### src/hdl/rasinh_pkg.sv
// Shared constants and types for the fixed-point inverse hyperbolic sine pipeline.
// Used by rasinh_sqrt_cell, rasinh_log_cell and real_asinh_fixed_point.
// No dependencies.
package rasinh_pkg;

    // Fraction bits of input and result (Q16.16 by default, 8..24 supported).
    localparam int FRAC_BITS = 16;

    // Field widths fixed by the stream format.
    localparam int X_W      = 32;
    localparam int Y_W      = 21;
    localparam int S_DATA_W = ((X_W + 7) / 8) * 8;
    localparam int M_DATA_W = ((Y_W + 7) / 8) * 8;

    // Square-root datapath.
    localparam int RAD_W  = 64;             // normalized radicand
    localparam int PAIRS  = RAD_W / 2;      // digit pairs = root bits
    localparam int ROOT_W = PAIRS;
    localparam int REM_W  = ROOT_W + 3;     // partial remainder after 2-bit shift
    localparam int H_W    = 5;              // pair shift count, at most 31 - FRAC_BITS

    // Log datapath.
    localparam int S_W    = ROOT_W + 1;     // x + sqrt(x*x+1), scaled
    localparam int E_W    = 6;              // exponent of S
    localparam int IP_W   = E_W;            // integer part of log2
    localparam int M_W    = 32;             // mantissa in [2^31, 2^32)
    localparam int LFR_W  = 32;             // log2 fraction bits
    localparam int IPL_W  = IP_W + 32;      // ip * ln2
    localparam int T_W    = IPL_W + 1;      // natural log, 2^-32 units
    localparam int SHR    = 32 - FRAC_BITS;
    localparam int MAG_W  = T_W - SHR;
    localparam int SAT_W  = (MAG_W > Y_W) ? MAG_W : Y_W + 1;

    // round(ln2 * 2^32)
    localparam logic [31:0] LN2_Q32 = 32'd2977044472;

    // The value 1.0 squared, in 2^-(2F) units.
    localparam logic [RAD_W-1:0] ONE_SQ = RAD_W'(1) << (2 * FRAC_BITS);

    // Round-to-nearest bias ahead of the final shift.
    localparam logic [T_W-1:0] ROUND_BIAS = T_W'(1) << (SHR - 1);

    // Saturation codes of the result.
    localparam logic [Y_W-1:0] Y_MAX_CODE = {1'b0, {(Y_W - 1){1'b1}}};
    localparam logic [Y_W-1:0] Y_MIN_CODE = {1'b1, {(Y_W - 1){1'b0}}};

    // Sideband carried along the square-root chain.
    typedef struct packed {
        logic           valid;
        logic           neg;
        logic           last;
        logic [H_W-1:0] h;
        logic [31:0]    ah;     // |x| << h
    } sq_side_t;

    // Sideband carried along the log chain.
    typedef struct packed {
        logic            valid;
        logic            neg;
        logic            last;
        logic [IP_W-1:0] ip;
    } lg_side_t;

endpackage

### src/hdl/rasinh_log_cell.sv
// One cell of the log2 chain: squares the mantissa and yields one fraction bit.
// Depends on rasinh_pkg.
module rasinh_log_cell
    import rasinh_pkg::*;
(
    input  logic             aclk,
    input  logic             aresetn,
    input  logic             en,
    input  lg_side_t         side_in,
    input  logic [M_W-1:0]   m_in,
    input  logic [LFR_W-1:0] frac_in,
    output lg_side_t         side_out,
    output logic [M_W-1:0]   m_out,
    output logic [LFR_W-1:0] frac_out
);

    lg_side_t         side_reg;
    logic [M_W-1:0]   m_reg;
    logic [LFR_W-1:0] frac_reg;

    logic [2*M_W-1:0] sq;
    logic [M_W:0]     sq_sh;
    logic             bit_next;
    logic [M_W-1:0]   m_next;

    always_comb begin
        sq       = (2*M_W)'(m_in) * (2*M_W)'(m_in);
        sq_sh    = sq[2*M_W-1:M_W-1];
        bit_next = sq_sh[M_W];
        m_next   = bit_next ? sq_sh[M_W:1] : sq_sh[M_W-1:0];
    end

    // Only the valid bit is reset; the rest follows it.
    always_ff @(posedge aclk) begin
        if (!aresetn) begin
            side_reg.valid <= 1'b0;
        end else if (en) begin
            side_reg.valid <= side_in.valid;
            side_reg.neg   <= side_in.neg;
            side_reg.last  <= side_in.last;
            side_reg.ip    <= side_in.ip;
            m_reg          <= m_next;
            frac_reg       <= {frac_in[LFR_W-2:0], bit_next};
        end
    end

    assign side_out = side_reg;
    assign m_out    = m_reg;
    assign frac_out = frac_reg;

endmodule

### config.mk
export PLATFORM = sky130hd
export DESIGN_NAME = rasinh_log_cell
export DESIGN_NICKNAME = d
export VERILOG_FILES = /design/src/hdl/rasinh_pkg.sv /design/src/hdl/rasinh_log_cell.sv
export SDC_FILE = /design/constraint.sdc
export NUM_CORES = 2
export LEC_CHECK = 0
export BUFFER_PORTS_ARGS = -buffer_cell sky130_fd_sc_hd__buf_2
export CAP_MARGIN = 30
export CORE_MARGIN = 4
export CORE_UTILIZATION = 65
export CTS_BUF_LIST = sky130_fd_sc_hd__clkbuf_16
export DETAILED_ROUTE_END_ITERATION = 10
export GPL_ROUTABILITY_DRIVEN = 0
export PLACE_DENSITY = 0.86
export RECOVER_POWER = 100
export SYNTH_ARGS = -nofsm -noshare
export SYNTH_HDL_FRONTEND = slang
export SYNTH_SLANG_ARGS = --single-unit
### constraint.sdc
create_clock -name aclk -period 11.05 [get_ports aclk]
set_clock_uncertainty 0.1 [all_clocks]
set_input_delay 0.5525 -clock aclk [delete_from_list [all_inputs] [get_ports aclk]]
set_output_delay 0.5525 -clock aclk [all_outputs]
set_load 0.005 [all_outputs]
==> impl_metrics.toml <==
[clocking]
cts_buffers = 9
tritoncts = "yes"
htreeDepth = 3
cts_buffer_depth = 2
cts.sink_count = 73
hold_buffers = 0
clk_latency_ps = 330
ctsRootBufferMaster = "clkbuf_16"
clk_pin_slew_ps = 60
cts_resized = 0
cts_setup_buffers = 0

[grt]
grt_pass1_vias = 25978
grt_first_pass_wirelength_mm = 132
antenna_found_initial = 0
grt_max_degree = 60
grt_use_total_pct = 31.8
grt.overflow.total = 0

[logic_synthesis]
yosysWarnings = 0
synth_top_cell_area_share_pct = 49.8
async_reset_ff_share_pct = 0
syn_nets = 4453
synth_area_leaders = "fa_1, ha_1, inv_1"
ys_seq_elements = 73
ys_top_cells_by_count = "inv_1, fa_1, ha_1, nand2_1, and2_1"
synth_cell_types = 65
yosysSeqAreaShare_pct = 6.86
synth-edff-count = 72
synth_area_um2 = 31800
synth_cells = 3286
syn_area_per_cell_um2 = 9.67
synth_top_area_cell = "fa_1"
synth.most_common_cell = "inv_1"
ys.flop_type = "edfxtp_1"

[placed_design]
detailed_place_hpwl_mm = 64.6
placed_area_um2 = 32900
io_buffer_count = 147
dpl.cell_count = 3943

[final_layout]
layout.nets = 4506
fin_cells = 3960
area_delta_synth_final_pct = 4.27
post-route-cell-area_um2 = 33100
drive_gt1_share_pct = 4.78

[setup_path]
r2r_setup_slack_ps = 10320
start_kind = "input pin"
cp_max_fo = 28
cp.arrival_ps = 9990
worst_r2r_endpoint = "side_out[8]"
worst_ep_required_time_ps = 11030
critPathKind = "in2reg"
reg2reg_depth = 2
r2r_start = "side_out[8]"
worstSetupEndpointType = "flip-flop"

[timing]
setup_tns_ps = 0
final.period_utilization_pct = 90.6
worstMarginPinSlew_ps = 3130
final-max-slew-violation-count = 60
setup_viol = 0
rsz0062_at_grt = "false"
fmax_mhz = 99.8
hold_viol_final = 0
holdWs_ps = 294
slew_headroom_pct = -109
post-route-min-period_ps = 10020

[status]
failed_checks = "capacitance limit, slew limit"
status = "complete, but fails checks"

[flow_run]
drv_cap = 1

[routing]
post-route-drc-count = 0
viasPerCell = 5.70
ant_nets = 0
firstDrtPassIters = 6
dr.first_iter.drc_count = 1652
routed_wl_mm = 79.2
vias = 22581
wl_per_cell_um = 20.0

[hold_path]
min_path_type = "in2reg"
min_from = "frac_in[27]"
holdPathEnd = "frac_out[28]"
min_path_cells = 1

[die]
dieArea_um2 = 52500
initial_utilization_pct = 66.2
pin_count = 149
num_rows = 80
fp.coreArea_um2 = 48000
die_h_um = 229
die_x_um = 229
cells by family after synthesis:
group	count (synthesis)	synth area share [%]
DFF	73	6.86
adders and majority gates	1091	61.6
and+or+nand+nor	689	10.7
buffers and inverters	1104	13.1
xor gates and xnor gates	79	2.18
muxes	29	0.988
AOI/OAI and AO/OA	221	4.59
metrics by stage:
step	util (%)	worst slack, ps
6_report	69.0	1030
5_1_grt	69.0	677
4_1_cts	69.2	1880
3_5_place_dp	68.6	1580
3_3_place_gp	68.6	1600
2_1_floorplan	-	3010
cell type report:
class	instances	area, µm²
timing repair buffer	160	759
sequential	73	2180
inverter	986	3700
tap	615	769
clock inverter	7	62.6
fill	3474	14900
multi-input combinational	2109	25400
clock buffer	9	225
antenna	1	2.50
how the worst max path moves through the flow:
stage,from,endpoint,slack [ps]
2_1_floorplan,m_in[14],m_out[29],3010
3_3_place_gp,m_in[7],m_out[30],1600
3_5_place_dp,m_in[7],m_out[30],1580
4_1_cts,m_in[7],m_out[30],1880
5_1_grt,m_in[7],m_out[30],680
6_report,m_in[7],m_out[30],1030
registers in the layout, summed over array words and instances (netlist names):
register	count
side_out	9
m_out	32
frac_out	32
critical path, cell delays in order:
cell and delay [ps]:
buf_2 610, inv_1 360, nor2_1 330, fa_1 480, fa_1 500, fa_1 510
inv_1 50, fa_1 490, inv_1 70, fa_1 510, fa_1 570, fa_1 450
fa_1 500, ha_1 400, a21oi_1 230, o21ai_0 170, a2111oi_0 550, buf_4 220
nand4bb_1 220, and3_1 250, o311ai_0 630, nand2_1 590, inv_1 370, mux2_2 370
routing by layer:
metal | vias up | GRT usage (%) | share of wire, %
met3 | 324 | 5.69 | 8.6
met4 | 0 | 16.8 | 6.6
met2 | 1148 | 53.9 | 50
met1 | 11356 | 39.1 | 35
li1 | 9753 | - | -
met5 | - | 0 | 0
cells in the final DEF (no fill, tap or decap), types with 25 or more instances in the layout:
cell type / count
nand2_1: 291
xor2_1: 41
buf_2: 91
clkbuf_1: 56
nor2_1: 61
ha_1: 300
a21o_1: 29
edfxtp_1: 72
nand3_1: 25
o21ai_0: 31
inv_1: 986
xnor2_1: 38
fa_1: 791
and2_1: 229
a21oi_1: 71
Power is not shown: default switching activity piles up to over one toggle a cycle in this logic, so the estimate is an artifact.
