$ cat src/hdl/rasinh_pkg.sv
// Shared constants and types for the fixed-point inverse hyperbolic sine pipeline.
// Used by rasinh_sqrt_cell, rasinh_log_cell and real_asinh_fixed_point.
// No dependencies.
package rasinh_pkg;

    // Fraction bits of input and result (Q16.16 by default, 8..24 supported).
    localparam int FRAC_BITS = 16;

    // Field widths fixed by the stream format.
    localparam int X_W      = 32;
    localparam int Y_W      = 21;
    localparam int S_DATA_W = ((X_W + 7) / 8) * 8;
    localparam int M_DATA_W = ((Y_W + 7) / 8) * 8;

    // Square-root datapath.
    localparam int RAD_W  = 64;             // normalized radicand
    localparam int PAIRS  = RAD_W / 2;      // digit pairs = root bits
    localparam int ROOT_W = PAIRS;
    localparam int REM_W  = ROOT_W + 3;     // partial remainder after 2-bit shift
    localparam int H_W    = 5;              // pair shift count, at most 31 - FRAC_BITS

    // Log datapath.
    localparam int S_W    = ROOT_W + 1;     // x + sqrt(x*x+1), scaled
    localparam int E_W    = 6;              // exponent of S
    localparam int IP_W   = E_W;            // integer part of log2
    localparam int M_W    = 32;             // mantissa in [2^31, 2^32)
    localparam int LFR_W  = 32;             // log2 fraction bits
    localparam int IPL_W  = IP_W + 32;      // ip * ln2
    localparam int T_W    = IPL_W + 1;      // natural log, 2^-32 units
    localparam int SHR    = 32 - FRAC_BITS;
    localparam int MAG_W  = T_W - SHR;
    localparam int SAT_W  = (MAG_W > Y_W) ? MAG_W : Y_W + 1;

    // round(ln2 * 2^32)
    localparam logic [31:0] LN2_Q32 = 32'd2977044472;

    // The value 1.0 squared, in 2^-(2F) units.
    localparam logic [RAD_W-1:0] ONE_SQ = RAD_W'(1) << (2 * FRAC_BITS);

    // Round-to-nearest bias ahead of the final shift.
    localparam logic [T_W-1:0] ROUND_BIAS = T_W'(1) << (SHR - 1);

    // Saturation codes of the result.
    localparam logic [Y_W-1:0] Y_MAX_CODE = {1'b0, {(Y_W - 1){1'b1}}};
    localparam logic [Y_W-1:0] Y_MIN_CODE = {1'b1, {(Y_W - 1){1'b0}}};

    // Sideband carried along the square-root chain.
    typedef struct packed {
        logic           valid;
        logic           neg;
        logic           last;
        logic [H_W-1:0] h;
        logic [31:0]    ah;     // |x| << h
    } sq_side_t;

    // Sideband carried along the log chain.
    typedef struct packed {
        logic            valid;
        logic            neg;
        logic            last;
        logic [IP_W-1:0] ip;
    } lg_side_t;

endpackage

$ cat src/hdl/rasinh_sqrt_cell.sv
// One cell of the square-root chain: resolves one root bit per request.
// Depends on rasinh_pkg.
module rasinh_sqrt_cell
    import rasinh_pkg::*;
(
    input  logic              aclk,
    input  logic              aresetn,
    input  logic              en,
    input  sq_side_t          side_in,
    input  logic [RAD_W-1:0]  rad_in,
    input  logic [REM_W-1:0]  rem_in,
    input  logic [ROOT_W-1:0] root_in,
    output sq_side_t          side_out,
    output logic [RAD_W-1:0]  rad_out,
    output logic [REM_W-1:0]  rem_out,
    output logic [ROOT_W-1:0] root_out
);

    sq_side_t          side_reg;
    logic [RAD_W-1:0]  rad_reg;
    logic [REM_W-1:0]  rem_reg;
    logic [ROOT_W-1:0] root_reg;

    logic [REM_W-1:0]  rem_sh;
    logic [REM_W-1:0]  trial;
    logic [REM_W-1:0]  rem_next;
    logic [ROOT_W-1:0] root_next;

    always_comb begin
        rem_sh = {rem_in[REM_W-3:0], rad_in[RAD_W-1:RAD_W-2]};
        trial  = {1'b0, root_in, 2'b01};
        if (rem_sh >= trial) begin
            rem_next  = rem_sh - trial;
            root_next = {root_in[ROOT_W-2:0], 1'b1};
        end else begin
            rem_next  = rem_sh;
            root_next = {root_in[ROOT_W-2:0], 1'b0};
        end
    end

    // Only the valid bit is reset; the rest follows it.
    always_ff @(posedge aclk) begin
        if (!aresetn) begin
            side_reg.valid <= 1'b0;
        end else if (en) begin
            side_reg.valid <= side_in.valid;
            side_reg.neg   <= side_in.neg;
            side_reg.last  <= side_in.last;
            side_reg.h     <= side_in.h;
            side_reg.ah    <= side_in.ah;
            rad_reg        <= rad_in << 2;
            rem_reg        <= rem_next;
            root_reg       <= root_next;
        end
    end

    assign side_out = side_reg;
    assign rad_out  = rad_reg;
    assign rem_out  = rem_reg;
    assign root_out = root_reg;

endmodule

$ cat config.mk
export PLATFORM = sky130hd
export DESIGN_NAME = rasinh_sqrt_cell
export DESIGN_NICKNAME = d
export VERILOG_FILES = /design/src/hdl/rasinh_pkg.sv /design/src/hdl/rasinh_sqrt_cell.sv
export SDC_FILE = /design/constraint.sdc
export NUM_CORES = 1
export LEC_CHECK = 0
export BUFFER_PORTS_ARGS = -buffer_cell sky130_fd_sc_hd__buf_4
export CAP_MARGIN = 15
export CORE_AREA = 3 3 132 134
export CTS_BUF_LIST = sky130_fd_sc_hd__clkbuf_4
export DETAILED_ROUTE_END_ITERATION = 7
export DIE_AREA = 0 0 135 137
export HOLD_SLACK_MARGIN = 0.06
export PLACE_DENSITY = 0.78
export SLEW_MARGIN = 20
export SYNTH_ARGS = -nofsm -noshare
export SYNTH_HDL_FRONTEND = slang
export SYNTH_SLANG_ARGS = --single-unit
$ cat constraint.sdc
create_clock -name aclk -period 11.3 [get_ports aclk]
set_clock_uncertainty 0.1 [all_clocks]
set_input_delay 1.695 -clock aclk [delete_from_list [all_inputs] [get_ports aclk]]
set_output_delay 1.695 -clock aclk [all_outputs]
set_load 0.05 [all_outputs]
==> results of run 1 <==
## cell families (layout without fill, tap and decap cells)
| family | after synthesis | in the layout |
|---|---|---|
| flops | 169 | 169 |
| other cells | 1 | 2 |
| mux | 15 | 15 |
| fa+ha+maj | 34 | 34 |
| simple gates | 112 | 112 |
| compound gates | 121 | 121 |
| xor+xnor | 31 | 31 |
| buf+inv | 59 | 421 |
## power by group
part           total [mW]  internal (mW)  switching [mW]  leakage, nW
Sequential          0.760          0.747          0.0123         1.59
Clock               0.366          0.123           0.243        0.161
Combinational       0.453          0.158           0.295         2.79
Total                1.58           1.03           0.550         4.54
## layout make-up
type	instances	area, µm²	share of cell area
clock inverters	15	176	0.0166
flip-flops and latches	169	5060	0.477
well taps	220	275	0.0259
inverters	46	173	0.0163
repair buffers	343	2570	0.242
clock buffers	17	128	0.0120
multi-input cells	315	2230	0.210
## worst min path at each step
stage                              start                         to  slack (ns)  depth (start not counted)
3_5_place_dp   side_out[39]$_SDFFE_PN0P_  side_out[39]$_SDFFE_PN0P_        0.44                          2
3_3_place_gp   side_out[39]$_SDFFE_PN0P_  side_out[39]$_SDFFE_PN0P_        0.41                          2
2_1_floorplan  side_out[39]$_SDFFE_PN0P_  side_out[39]$_SDFFE_PN0P_        0.64                          2
4_1_cts        side_out[39]$_SDFFE_PN0P_  side_out[39]$_SDFFE_PN0P_        0.48                          2
5_1_grt        side_out[39]$_SDFFE_PN0P_  side_out[39]$_SDFFE_PN0P_        0.51                          2
6_report       side_out[39]$_SDFFE_PN0P_  side_out[39]$_SDFFE_PN0P_        0.47                          2
## through the flow
stage          instance area (µm²)  hold slack [ns]  utilization  setup WS [ns]
2_1_floorplan                 7540            0.643            -           5.13
6_report                     10600            0.467        0.647           6.77
3_5_place_dp                 10300            0.443        0.629           6.11
3_3_place_gp                 10300            0.406        0.629           6.07
4_1_cts                      10600            0.476        0.647           6.74
5_1_grt                      10600            0.514        0.647           6.57
## Yosys cell counts, types with 5 or more instances
| library cell | n |
|---|---|
| ha_1 | 34 |
| and3_1 | 5 |
| o21ai_0 | 20 |
| nand4_1 | 9 |
| nor3_1 | 10 |
| xor2_1 | 10 |
| nor2_1 | 45 |
| edfxtp_1 | 168 |
| o211ai_1 | 5 |
| nand2_1 | 20 |
| nor2b_1 | 5 |
| mux2_2 | 6 |
| inv_1 | 46 |
| a21oi_1 | 46 |
| buf_4 | 5 |
| xnor2_1 | 21 |
| a21o_1 | 8 |
## tightest hold or removal path: stages (launching register included)
cell and delay (ns):
dfxtp_1 0.35, mux2i_1 0.13, nor2b_1 0.06
## sequential cells by signal, summed over array words and instances (netlist names)
| signal | flops |
|---|---|
| side_out | 40 |
| rad_out | 62 |
| root_out | 32 |
| rem_out | 35 |
## routing by layer
| metal | vias to the layer above | wire (µm) |
|---|---|---|
| met2 | 234 | 10800 |
| met4 | 0 | 813 |
| met3 | 51 | 1810 |
| met5 | - | 0 |
| met1 | 2691 | 7700 |
| li1 | 2734 | - |
==> impl_metrics.py, run 1 <==
metrics = {
    "status": {
        "status": "completed",
    },
    "synthesis": {
        "synth_compound_area_frac": 0.107,
        "synth_fa_ha_area_frac": 0.0564,
        "syn_inst": 542,
        "synth-simple-area-share": 0.0712,
        "synth_top_family_by_area": "compound AO/OA/AOI/OAI gates",
        "syn_area_um2": 7540,
        "synth_mux_area_frac": 0.0222,
        "syn-mean-instance-area_um2": 13.9,
        "synth-edff-count": 168,
        "yosysTopAreaCell": "edfxtp_1",
        "synthFlopType": "edfxtp_1",
        "synth_xor_xnor_area_share": 0.0360,
        "ys_types": 62,
        "synth_area_leaders": "edfxtp_1 67%, ha_1 5.6%, a21oi_1 3.1%, xnor2_1 2.4%, inv_1 2.3%",
        "synth-async-reset-ratio": 0,
        "yosys.area.top_type_share": 0.669,
        "synth_seq_cells": 169,
        "ys_seq_area_frac": 0.672,
        "yosysWarningCount": 0,
    },
    "setup_path": {
        "endpoint": "rem_out[3]$_DFFE_PP_",
        "critPathLaunch": "rem_in[22]",
        "cp_data_required_time_ns": 11.54,
        "cp_slowest_stage_delay_ns": 0.56,
        "cp_cell_sequence": "buf_4 -> ha_1 -> nand4_1 -> nand2b_1 -> or3_1 -> a211oi_2 -> o31ai_2 -> o21ai_4 -> buf_4 -> mux2_2",
        "start_kind": "input port",
        "rrSetupSlack_ns": 10.57,
        "cp_max_fo": 32,
        "reg2reg_to": "side_out[39]$_SDFFE_PN0P_",
        "reg2reg_depth": 2,
        "cp.arrival_ns": 4.77,
        "critPathTopFamily": "compound AO/OA/AOI/OAI gates",
        "crit_cells": 10,
        "r2r-start": "side_out[39]$_SDFFE_PN0P_",
        "end_kind": "flip-flop",
        "crit_type": "in -> reg",
        "cp_num_buf_inv": 2,
        "cpMaxStageDelayCell": "o21ai_4",
        "crit_top_cell": "buf_4",
    },
    "finish": {
        "drive_gt1_frac": 0.440,
        "final_cells": 1125,
        "fill_cells": 1280,
        "mostFrequentLayoutCells": "343 x buf_4, 168 x edfxtp_1, 46 x inv_1, 46 x a21oi_1, 45 x nor2_1",
        "n_antenna_cell": 0,
        "final_common_cell": "buf_4",
        "area_growth_pct": 40.8,
        "nets": 1100,
    },
    "global_route": {
        "grt_pass1_wl_mm": 30.3,
        "grt_use_met1": 0.239,
        "grt.total_usage": 0.216,
        "gr-usage-met3": 0.0790,
        "grt-ovfl-total": 0,
        "grt.met2_usage": 0.373,
        "grt_max_degree": 84,
        "grt_pass1_vias": 5531,
        "grt-busiest-layer": "met2",
        "antenna_found_initial": 0,
    },
    "clock_network": {
        "postCtsHoldBufs": 0,
        "clkLatencyLatePin_ns": 0.57,
        "numCtsBuffers": 17,
        "ctsResizeCount": 0,
        "htree_levels": 4,
        "cts_tree": "done",
        "cts_buffer_depth": 2,
        "cts_setup_buffers": 0,
        "cts_root_buf": "clkbuf_4",
        "clkTransAtPathRegs_ns": 0.16,
        "cts.sinks": 169,
    },
    "floorplan": {
        "num_rows": 47,
        "core_region_area_um2": 16400,
        "die_x_um": 135,
        "dieArea_um2": 18500,
        "start_util": 0.460,
        "io_pins": 345,
        "die_height_um": 137,
    },
    "routing": {
        "drt_iter0_drc": 319,
        "drcViolationCount": 0,
        "vias": 5710,
        "avgRoutedWirePerCell_um": 18.8,
        "final_antenna_net_count": 0,
        "firstDrtPassIters": 5,
        "drt_wl_total_mm": 21.1,
        "via_per_inst": 5.08,
    },
    "timing": {
        "post-route-min-period_ns": 4.53,
        "finalHoldViolCount": 0,
        "finalSetupViolations": 0,
        "relSlewSlack": 0.319,
        "rsz0062_at_grt": "false",
        "period_share": 0.401,
        "fmax_mhz": 221,
        "maxSlewViolCount": 0,
        "fin_tns_setup_ns": 0,
        "worst_pin_slew_ns": 1.02,
    },
    "placed_design": {
        "io_buffers": 340,
        "hpwl_mm": 16.7,
        "place_inst": 1093,
        "globalplace.congestion": 0.894,
    },
    "power_and_ir_drop": {
        "cellLeakagePower_nw": 4.54,
        "total_power_mw": 1.58,
        "ir_worst_vdd_uv": 99.1,
        "powerDensity_nw_per_um2": 149,
    },
    "min_path": {
        "hold_path_class": "reg -> reg",
    },
    "job": {
        "maxCapViolCount": 0,
    },
}
(Power assumes the default switching activity.)
==> run 2, diff against run 1 <==
--- a/config.mk
+++ b/config.mk
@@ -7,12 +7,12 @@
 export LEC_CHECK = 0
 export BUFFER_PORTS_ARGS = -buffer_cell sky130_fd_sc_hd__buf_4
 export CAP_MARGIN = 15
-export CORE_AREA = 3 3 132 134
+export CORE_MARGIN = 3
+export CORE_UTILIZATION = 44
 export CTS_BUF_LIST = sky130_fd_sc_hd__clkbuf_4
 export DETAILED_ROUTE_END_ITERATION = 7
-export DIE_AREA = 0 0 135 137
 export HOLD_SLACK_MARGIN = 0.06
-export PLACE_DENSITY = 0.78
+export PLACE_DENSITY = 0.79
 export SLEW_MARGIN = 20
 export SYNTH_ARGS = -nofsm -noshare
 export SYNTH_HDL_FRONTEND = slang
==> constraint.sdc (replaced) <==
create_clock -name aclk -period 3.9 [get_ports aclk]
set_clock_uncertainty 0.1 [all_clocks]
set_input_delay 0.585 -clock aclk [delete_from_list [all_inputs] [get_ports aclk]]
set_output_delay 0.585 -clock aclk [all_outputs]
set_load 0.05 [all_outputs]
==> run 2 against run 1 <==
Effect of this change: critical path depth rose by 2; sequential share of layout area fell by 5.7 points; via count rose by 14%; power rose to 3.2 times the previous value; critical path type unchanged; largest cell class unchanged; largest power group unchanged.
==> impl_metrics.py, run 2 (synthesis results as in run 1) <==
metrics = {
    "floorplan": {
        "num_rows": 47,
        "io_pins": 345,
        "die_height_um": 137,
        "start_util": 0.451,
        "core_region_area_um2": 16700,
        "die_x_um": 137,
        "dieArea_um2": 18700,
    },
    "routing": {
        "drt_iter0_drc": 501,
        "vias": 6505,
        "final_antenna_net_count": 0,
        "drcViolationCount": 0,
        "firstDrtPassIters": 5,
        "via_per_inst": 5.17,
        "drt_wl_total_mm": 26.6,
        "avgRoutedWirePerCell_um": 21.1,
    },
    "timing": {
        "maxSlewViolCount": 0,
        "finalSetupViolations": 0,
        "fin_tns_setup_ns": 0,
        "finalHoldViolCount": 0,
        "fmax_mhz": 291,
        "rsz0062_at_grt": "false",
        "post-route-min-period_ns": 3.44,
        "period_share": 0.881,
        "relSlewSlack": 0.518,
        "worst_pin_slew_ns": 0.724,
    },
    "global_route": {
        "grt_use_met1": 0.316,
        "grt_pass1_wl_mm": 37.6,
        "grt_max_degree": 90,
        "grt.total_usage": 0.271,
        "gr-usage-met3": 0.0688,
        "grt-busiest-layer": "met2",
        "antenna_found_initial": 2,
        "grt_pass1_vias": 6501,
        "grt-ovfl-total": 0,
        "grt.met2_usage": 0.479,
    },
    "clock_network": {
        "clkTransAtPathRegs_ns": 0.15,
        "cts.sinks": 169,
        "cts_root_buf": "clkbuf_4",
        "cts_setup_buffers": 0,
        "htree_levels": 4,
        "numCtsBuffers": 17,
        "cts_tree": "done",
        "clkLatencyLatePin_ns": 0.59,
        "cts_buffer_depth": 2,
    },
    "finish": {
        "drive_gt1_frac": 0.385,
        "mostFrequentLayoutCells": "342 x buf_4, 168 x edfxtp_1, 131 x dlygate4sd3_1",
        "largest_reg_flops": 62,
        "post-route-util": 0.722,
        "fill_cells": 1106,
        "design_area_um2": 12100,
        "area_growth_pct": 59.9,
        "final_cells": 1259,
        "nets": 1232,
        "final_common_cell": "buf_4",
    },
    "power_and_ir_drop": {
        "sequentialPowerShare": 0.440,
        "p_switching_mw": 1.66,
        "ir_worst_vdd_uv": 227,
        "powerDensity_nw_per_um2": 419,
        "internal-power_mw": 3.38,
        "p_sw_frac": 0.330,
        "cellLeakagePower_nw": 5.14,
        "combPwrFrac": 0.288,
        "total_power_mw": 5.05,
        "clkPwrFrac": 0.272,
    },
    "placed_design": {
        "placedInstanceArea_um2": 10300,
        "globalplace.congestion": 0.828,
        "io_buffers": 340,
        "hpwl_mm": 16.8,
        "place_inst": 1094,
    },
    "setup_path": {
        "cp.arrival_ns": 3.69,
        "crit_type": "in -> reg",
        "start_kind": "input port",
        "rrSetupSlack_ns": 3.08,
        "cp_max_fo": 6,
        "cp_data_required_time_ns": 4.15,
        "end_kind": "flip-flop",
    },
    "status": {
        "status": "completed",
    },
    "min_path": {
        "hold_path_class": "in -> reg",
    },
    "job": {
        "maxCapViolCount": 0,
    },
}
## run 2: cell type report
type                       instances  area [µm²]  area share
antenna                            2        5.00    0.000415
clock buffer                      18         135      0.0112
clock inverter                    14         255      0.0212
inverter                          46         173      0.0143
multi-input combinational        315        2230       0.185
sequential                       169        5060       0.420
tap                              220         275      0.0228
timing repair buffer             475        3920       0.325
## run 2: metrics by stage
step           hold WS [ns]  setup WS, ns
3_3_place_gp          0.401         0.447
6_report              0.100         0.465
3_5_place_dp          0.436         0.441
2_1_floorplan         0.584         0.695
4_1_cts              0.0606         0.548
5_1_grt              0.0547         0.358
## run 2: path summary, 6_finish.rpt
path | end | start | depth (start not counted)
worst max-delay path | rem_out[28]$_DFFE_PP_ | root_in[5] | 12
worst min-delay path | root_out[19]$_DFFE_PP_ | root_in[18] | 1
worst min register to register | side_out[39]$_SDFFE_PN0P_ | side_out[39]$_SDFFE_PN0P_ | 2
worst max register to register | side_out[39]$_SDFFE_PN0P_ | side_out[39]$_SDFFE_PN0P_ | 2
## run 2: timing repair
action	in CTS	in global routing
setup endpoints to repair	0	0
hold buffers	126	5
hold endpoints to repair	126	5
resized for setup	0	0
## run 2: power by group through the flow
stage	Sequential (mW)	Clock, mW	Combinational (mW)
after detailed placement	2.25	0	1.32
final	2.22	1.37	1.46
after CTS	2.21	1.37	1.43
after global placement	2.24	0	1.30
after floorplan	2.72	0	0.394
after global routing	2.23	1.48	1.54
## run 2: per-layer routing
metal,part of all wire,up-vias
met5,0,-
met4,0.033,0
met3,0.074,60
met2,0.53,303
met1,0.37,3146
li1,-,2996
## run 2: critical path: stages
cell	delay, ns
dlygate4sd3_1	0.53
buf_4	0.11
inv_1	0.03
ha_1	0.35
a211oi_1	0.27
o21bai_1	0.18
nor4_2	0.31
o21ai_2	0.16
a211oi_1	0.49
o221ai_1	0.25
xnor2_1	0.17
mux2_2	0.26
==> run 3, diff against run 2 <==
--- a/config.mk
+++ b/config.mk
@@ -12,6 +12,7 @@
 export CTS_BUF_LIST = sky130_fd_sc_hd__clkbuf_4
 export DETAILED_ROUTE_END_ITERATION = 7
 export HOLD_SLACK_MARGIN = 0.06
+export MAX_ROUTING_LAYER = met4
 export PLACE_DENSITY = 0.79
 export SLEW_MARGIN = 20
 export SYNTH_ARGS = -nofsm -noshare
==> run 3 against run 2 <==
Effect of this change: setup slack worse by 0.0099 ns; sequential power hardly changed; power is 0.16% higher; clock-buffer cell count stayed put; routed wire length is 0.17% lower; hold slack better by 0.036 ns; critical path depth stayed put; clock power hardly changed; final cell count is 0.16% higher; largest cell class unchanged.
==> impl_metrics.py, run 3 (synthesis results as in run 1) <==
metrics = {
    "timing": {
        "hold_slack_ns": 0.136,
        "period_share": 0.883,
        "post-route-min-period_ns": 3.45,
        "relSlewSlack": 0.513,
        "finalSetupViolations": 0,
        "worst_pin_slew_ns": 0.730,
        "finalHoldViolCount": 0,
        "fmax_mhz": 290,
        "maxSlewViolCount": 0,
        "fin_tns_setup_ns": 0,
        "rsz0062_at_grt": "false",
    },
    "clock_network": {
        "htree_levels": 4,
        "cts_root_buf": "clkbuf_4",
        "ctsResizeCount": 0,
        "numCtsBuffers": 17,
        "clkLatencyLatePin_ns": 0.59,
        "clkTransAtPathRegs_ns": 0.16,
        "cts_tree": "done",
        "cts_buffer_depth": 2,
        "cts.sinks": 169,
    },
    "floorplan": {
        "dieArea_um2": 18700,
        "die_x_um": 137,
        "num_rows": 47,
        "die_height_um": 137,
        "io_pins": 345,
        "core_region_area_um2": 16700,
        "start_util": 0.451,
    },
    "routing": {
        "firstDrtPassIters": 8,
        "drcViolationCount": 0,
        "drt_iter0_drc": 446,
        "vias": 6467,
        "drt_wl_total_mm": 26.5,
        "final_antenna_net_count": 0,
        "via_per_inst": 5.13,
        "avgRoutedWirePerCell_um": 21.0,
    },
    "global_route": {
        "grt-ovfl-total": 0,
        "antenna_found_initial": 3,
        "grt_pass1_vias": 6500,
        "gr-usage-met3": 0.0669,
        "grt-busiest-layer": "met2",
        "grt.met2_usage": 0.479,
        "grt.total_usage": 0.279,
        "grt_use_met1": 0.320,
        "grt_max_degree": 90,
        "grt_pass1_wl_mm": 37.6,
    },
    "min_path": {
        "hold_path_class": "in -> reg",
    },
    "setup_path": {
        "crit_type": "in -> reg",
        "cpMaxStageDelayCell": "dlygate4sd3_1",
        "cp_max_fo": 6,
        "end_kind": "flip-flop",
        "cp_data_required_time_ns": 4.16,
        "cp_slowest_stage_delay_ns": 0.52,
        "cp_cell_sequence": "dlygate4sd3_1 -> buf_4 -> inv_1 -> ha_1 -> a211oi_1 -> o21bai_1 -> nor4_2 -> o21ai_2 -> a211oi_1 -> o221ai_1 -> xnor2_1 -> mux2_2",
        "crit_top_cell": "a211oi_1",
        "start_kind": "input port",
        "cp.arrival_ns": 3.71,
    },
    "finish": {
        "mostFrequentLayoutCells": "342 x buf_4, 168 x edfxtp_1, 132 x dlygate4sd3_1",
        "fill_cells": 1101,
        "nets": 1233,
        "area_growth_pct": 60.0,
        "drive_gt1_frac": 0.384,
        "regArea_um2": 5060,
        "final_common_cell": "buf_4",
        "largest_reg_flops": 62,
        "multi_input_area_um2": 2230,
    },
    "placed_design": {
        "hpwl_mm": 16.8,
        "globalplace.congestion": 0.841,
        "io_buffers": 340,
    },
    "job": {
        "maxCapViolCount": 0,
    },
    "power_and_ir_drop": {
        "cellLeakagePower_nw": 5.15,
        "powerDensity_nw_per_um2": 419,
        "ir_worst_vdd_uv": 227,
    },
    "status": {
        "status": "completed",
    },
}
==> run 3: worst paths after layout <==
check                            start                        end  slack [ns]  depth (start not counted)
max                         root_in[5]      rem_out[28]$_DFFE_PP_        0.45                         12
min                            aresetn  side_out[39]$_SDFFE_PN0P_        0.14                          2
max reg2reg  side_out[39]$_SDFFE_PN0P_  side_out[39]$_SDFFE_PN0P_        3.10                          2
min reg2reg  side_out[39]$_SDFFE_PN0P_  side_out[39]$_SDFFE_PN0P_        0.54                          2
==> run 3: power breakdown <==
group	total, mW	switching (mW)	internal [mW]
registers	2.22	0.0517	2.17
logic	1.46	0.905	0.551
clock network	1.38	0.714	0.665
total	5.05	1.67	3.38
==> run 3: metrics by stage <==
| step | power, mW | setup WS, ns | area [µm²] | util | instances |
|---|---|---|---|---|---|
| floorplan | 3.12 | 0.695 | 7540 | - | 543 |
| global placement | 3.54 | 0.447 | 10300 | 0.620 | 1094 |
| detailed placement | 3.56 | 0.441 | 10300 | 0.620 | 1094 |
| CTS | 5.01 | 0.548 | 12000 | 0.718 | 1252 |
| global route | 5.24 | 0.394 | 12100 | 0.723 | 1261 |
| finish | 5.05 | 0.455 | 12100 | 0.723 | 1261 |
==> run 3: layout make-up <==
cell class / count / share of cell area
diodes: 3 / 0.000622
well taps: 220 / 0.0228
multi-input cells: 315 / 0.185
inverters: 46 / 0.0143
repair buffers: 476 / 0.326
clock buffers: 18 / 0.0112
clock inverters: 14 / 0.0212
flip-flops and latches: 169 / 0.420
==> run 3: routing by layer <==
metal,part of all wire,vias to the layer above
met2,0.52,291
met1,0.37,3117
met5,0,-
met3,0.071,63
met4,0.034,0
li1,-,2996
==> run 3: what timing repair did <==
item	in CTS	in global routing
hold endpoints to repair	126	6
setup buffers	0	0
hold buffers	126	6
==> run 3: worst max-delay path, delay by kind of cell <==
family,cells,cell delay [ns]
mux,1,0.26
fa+ha+maj,1,0.35
xor+xnor,1,0.17
simple gates,1,0.31
buf+inv,3,0.67
compound gates,5,1.36
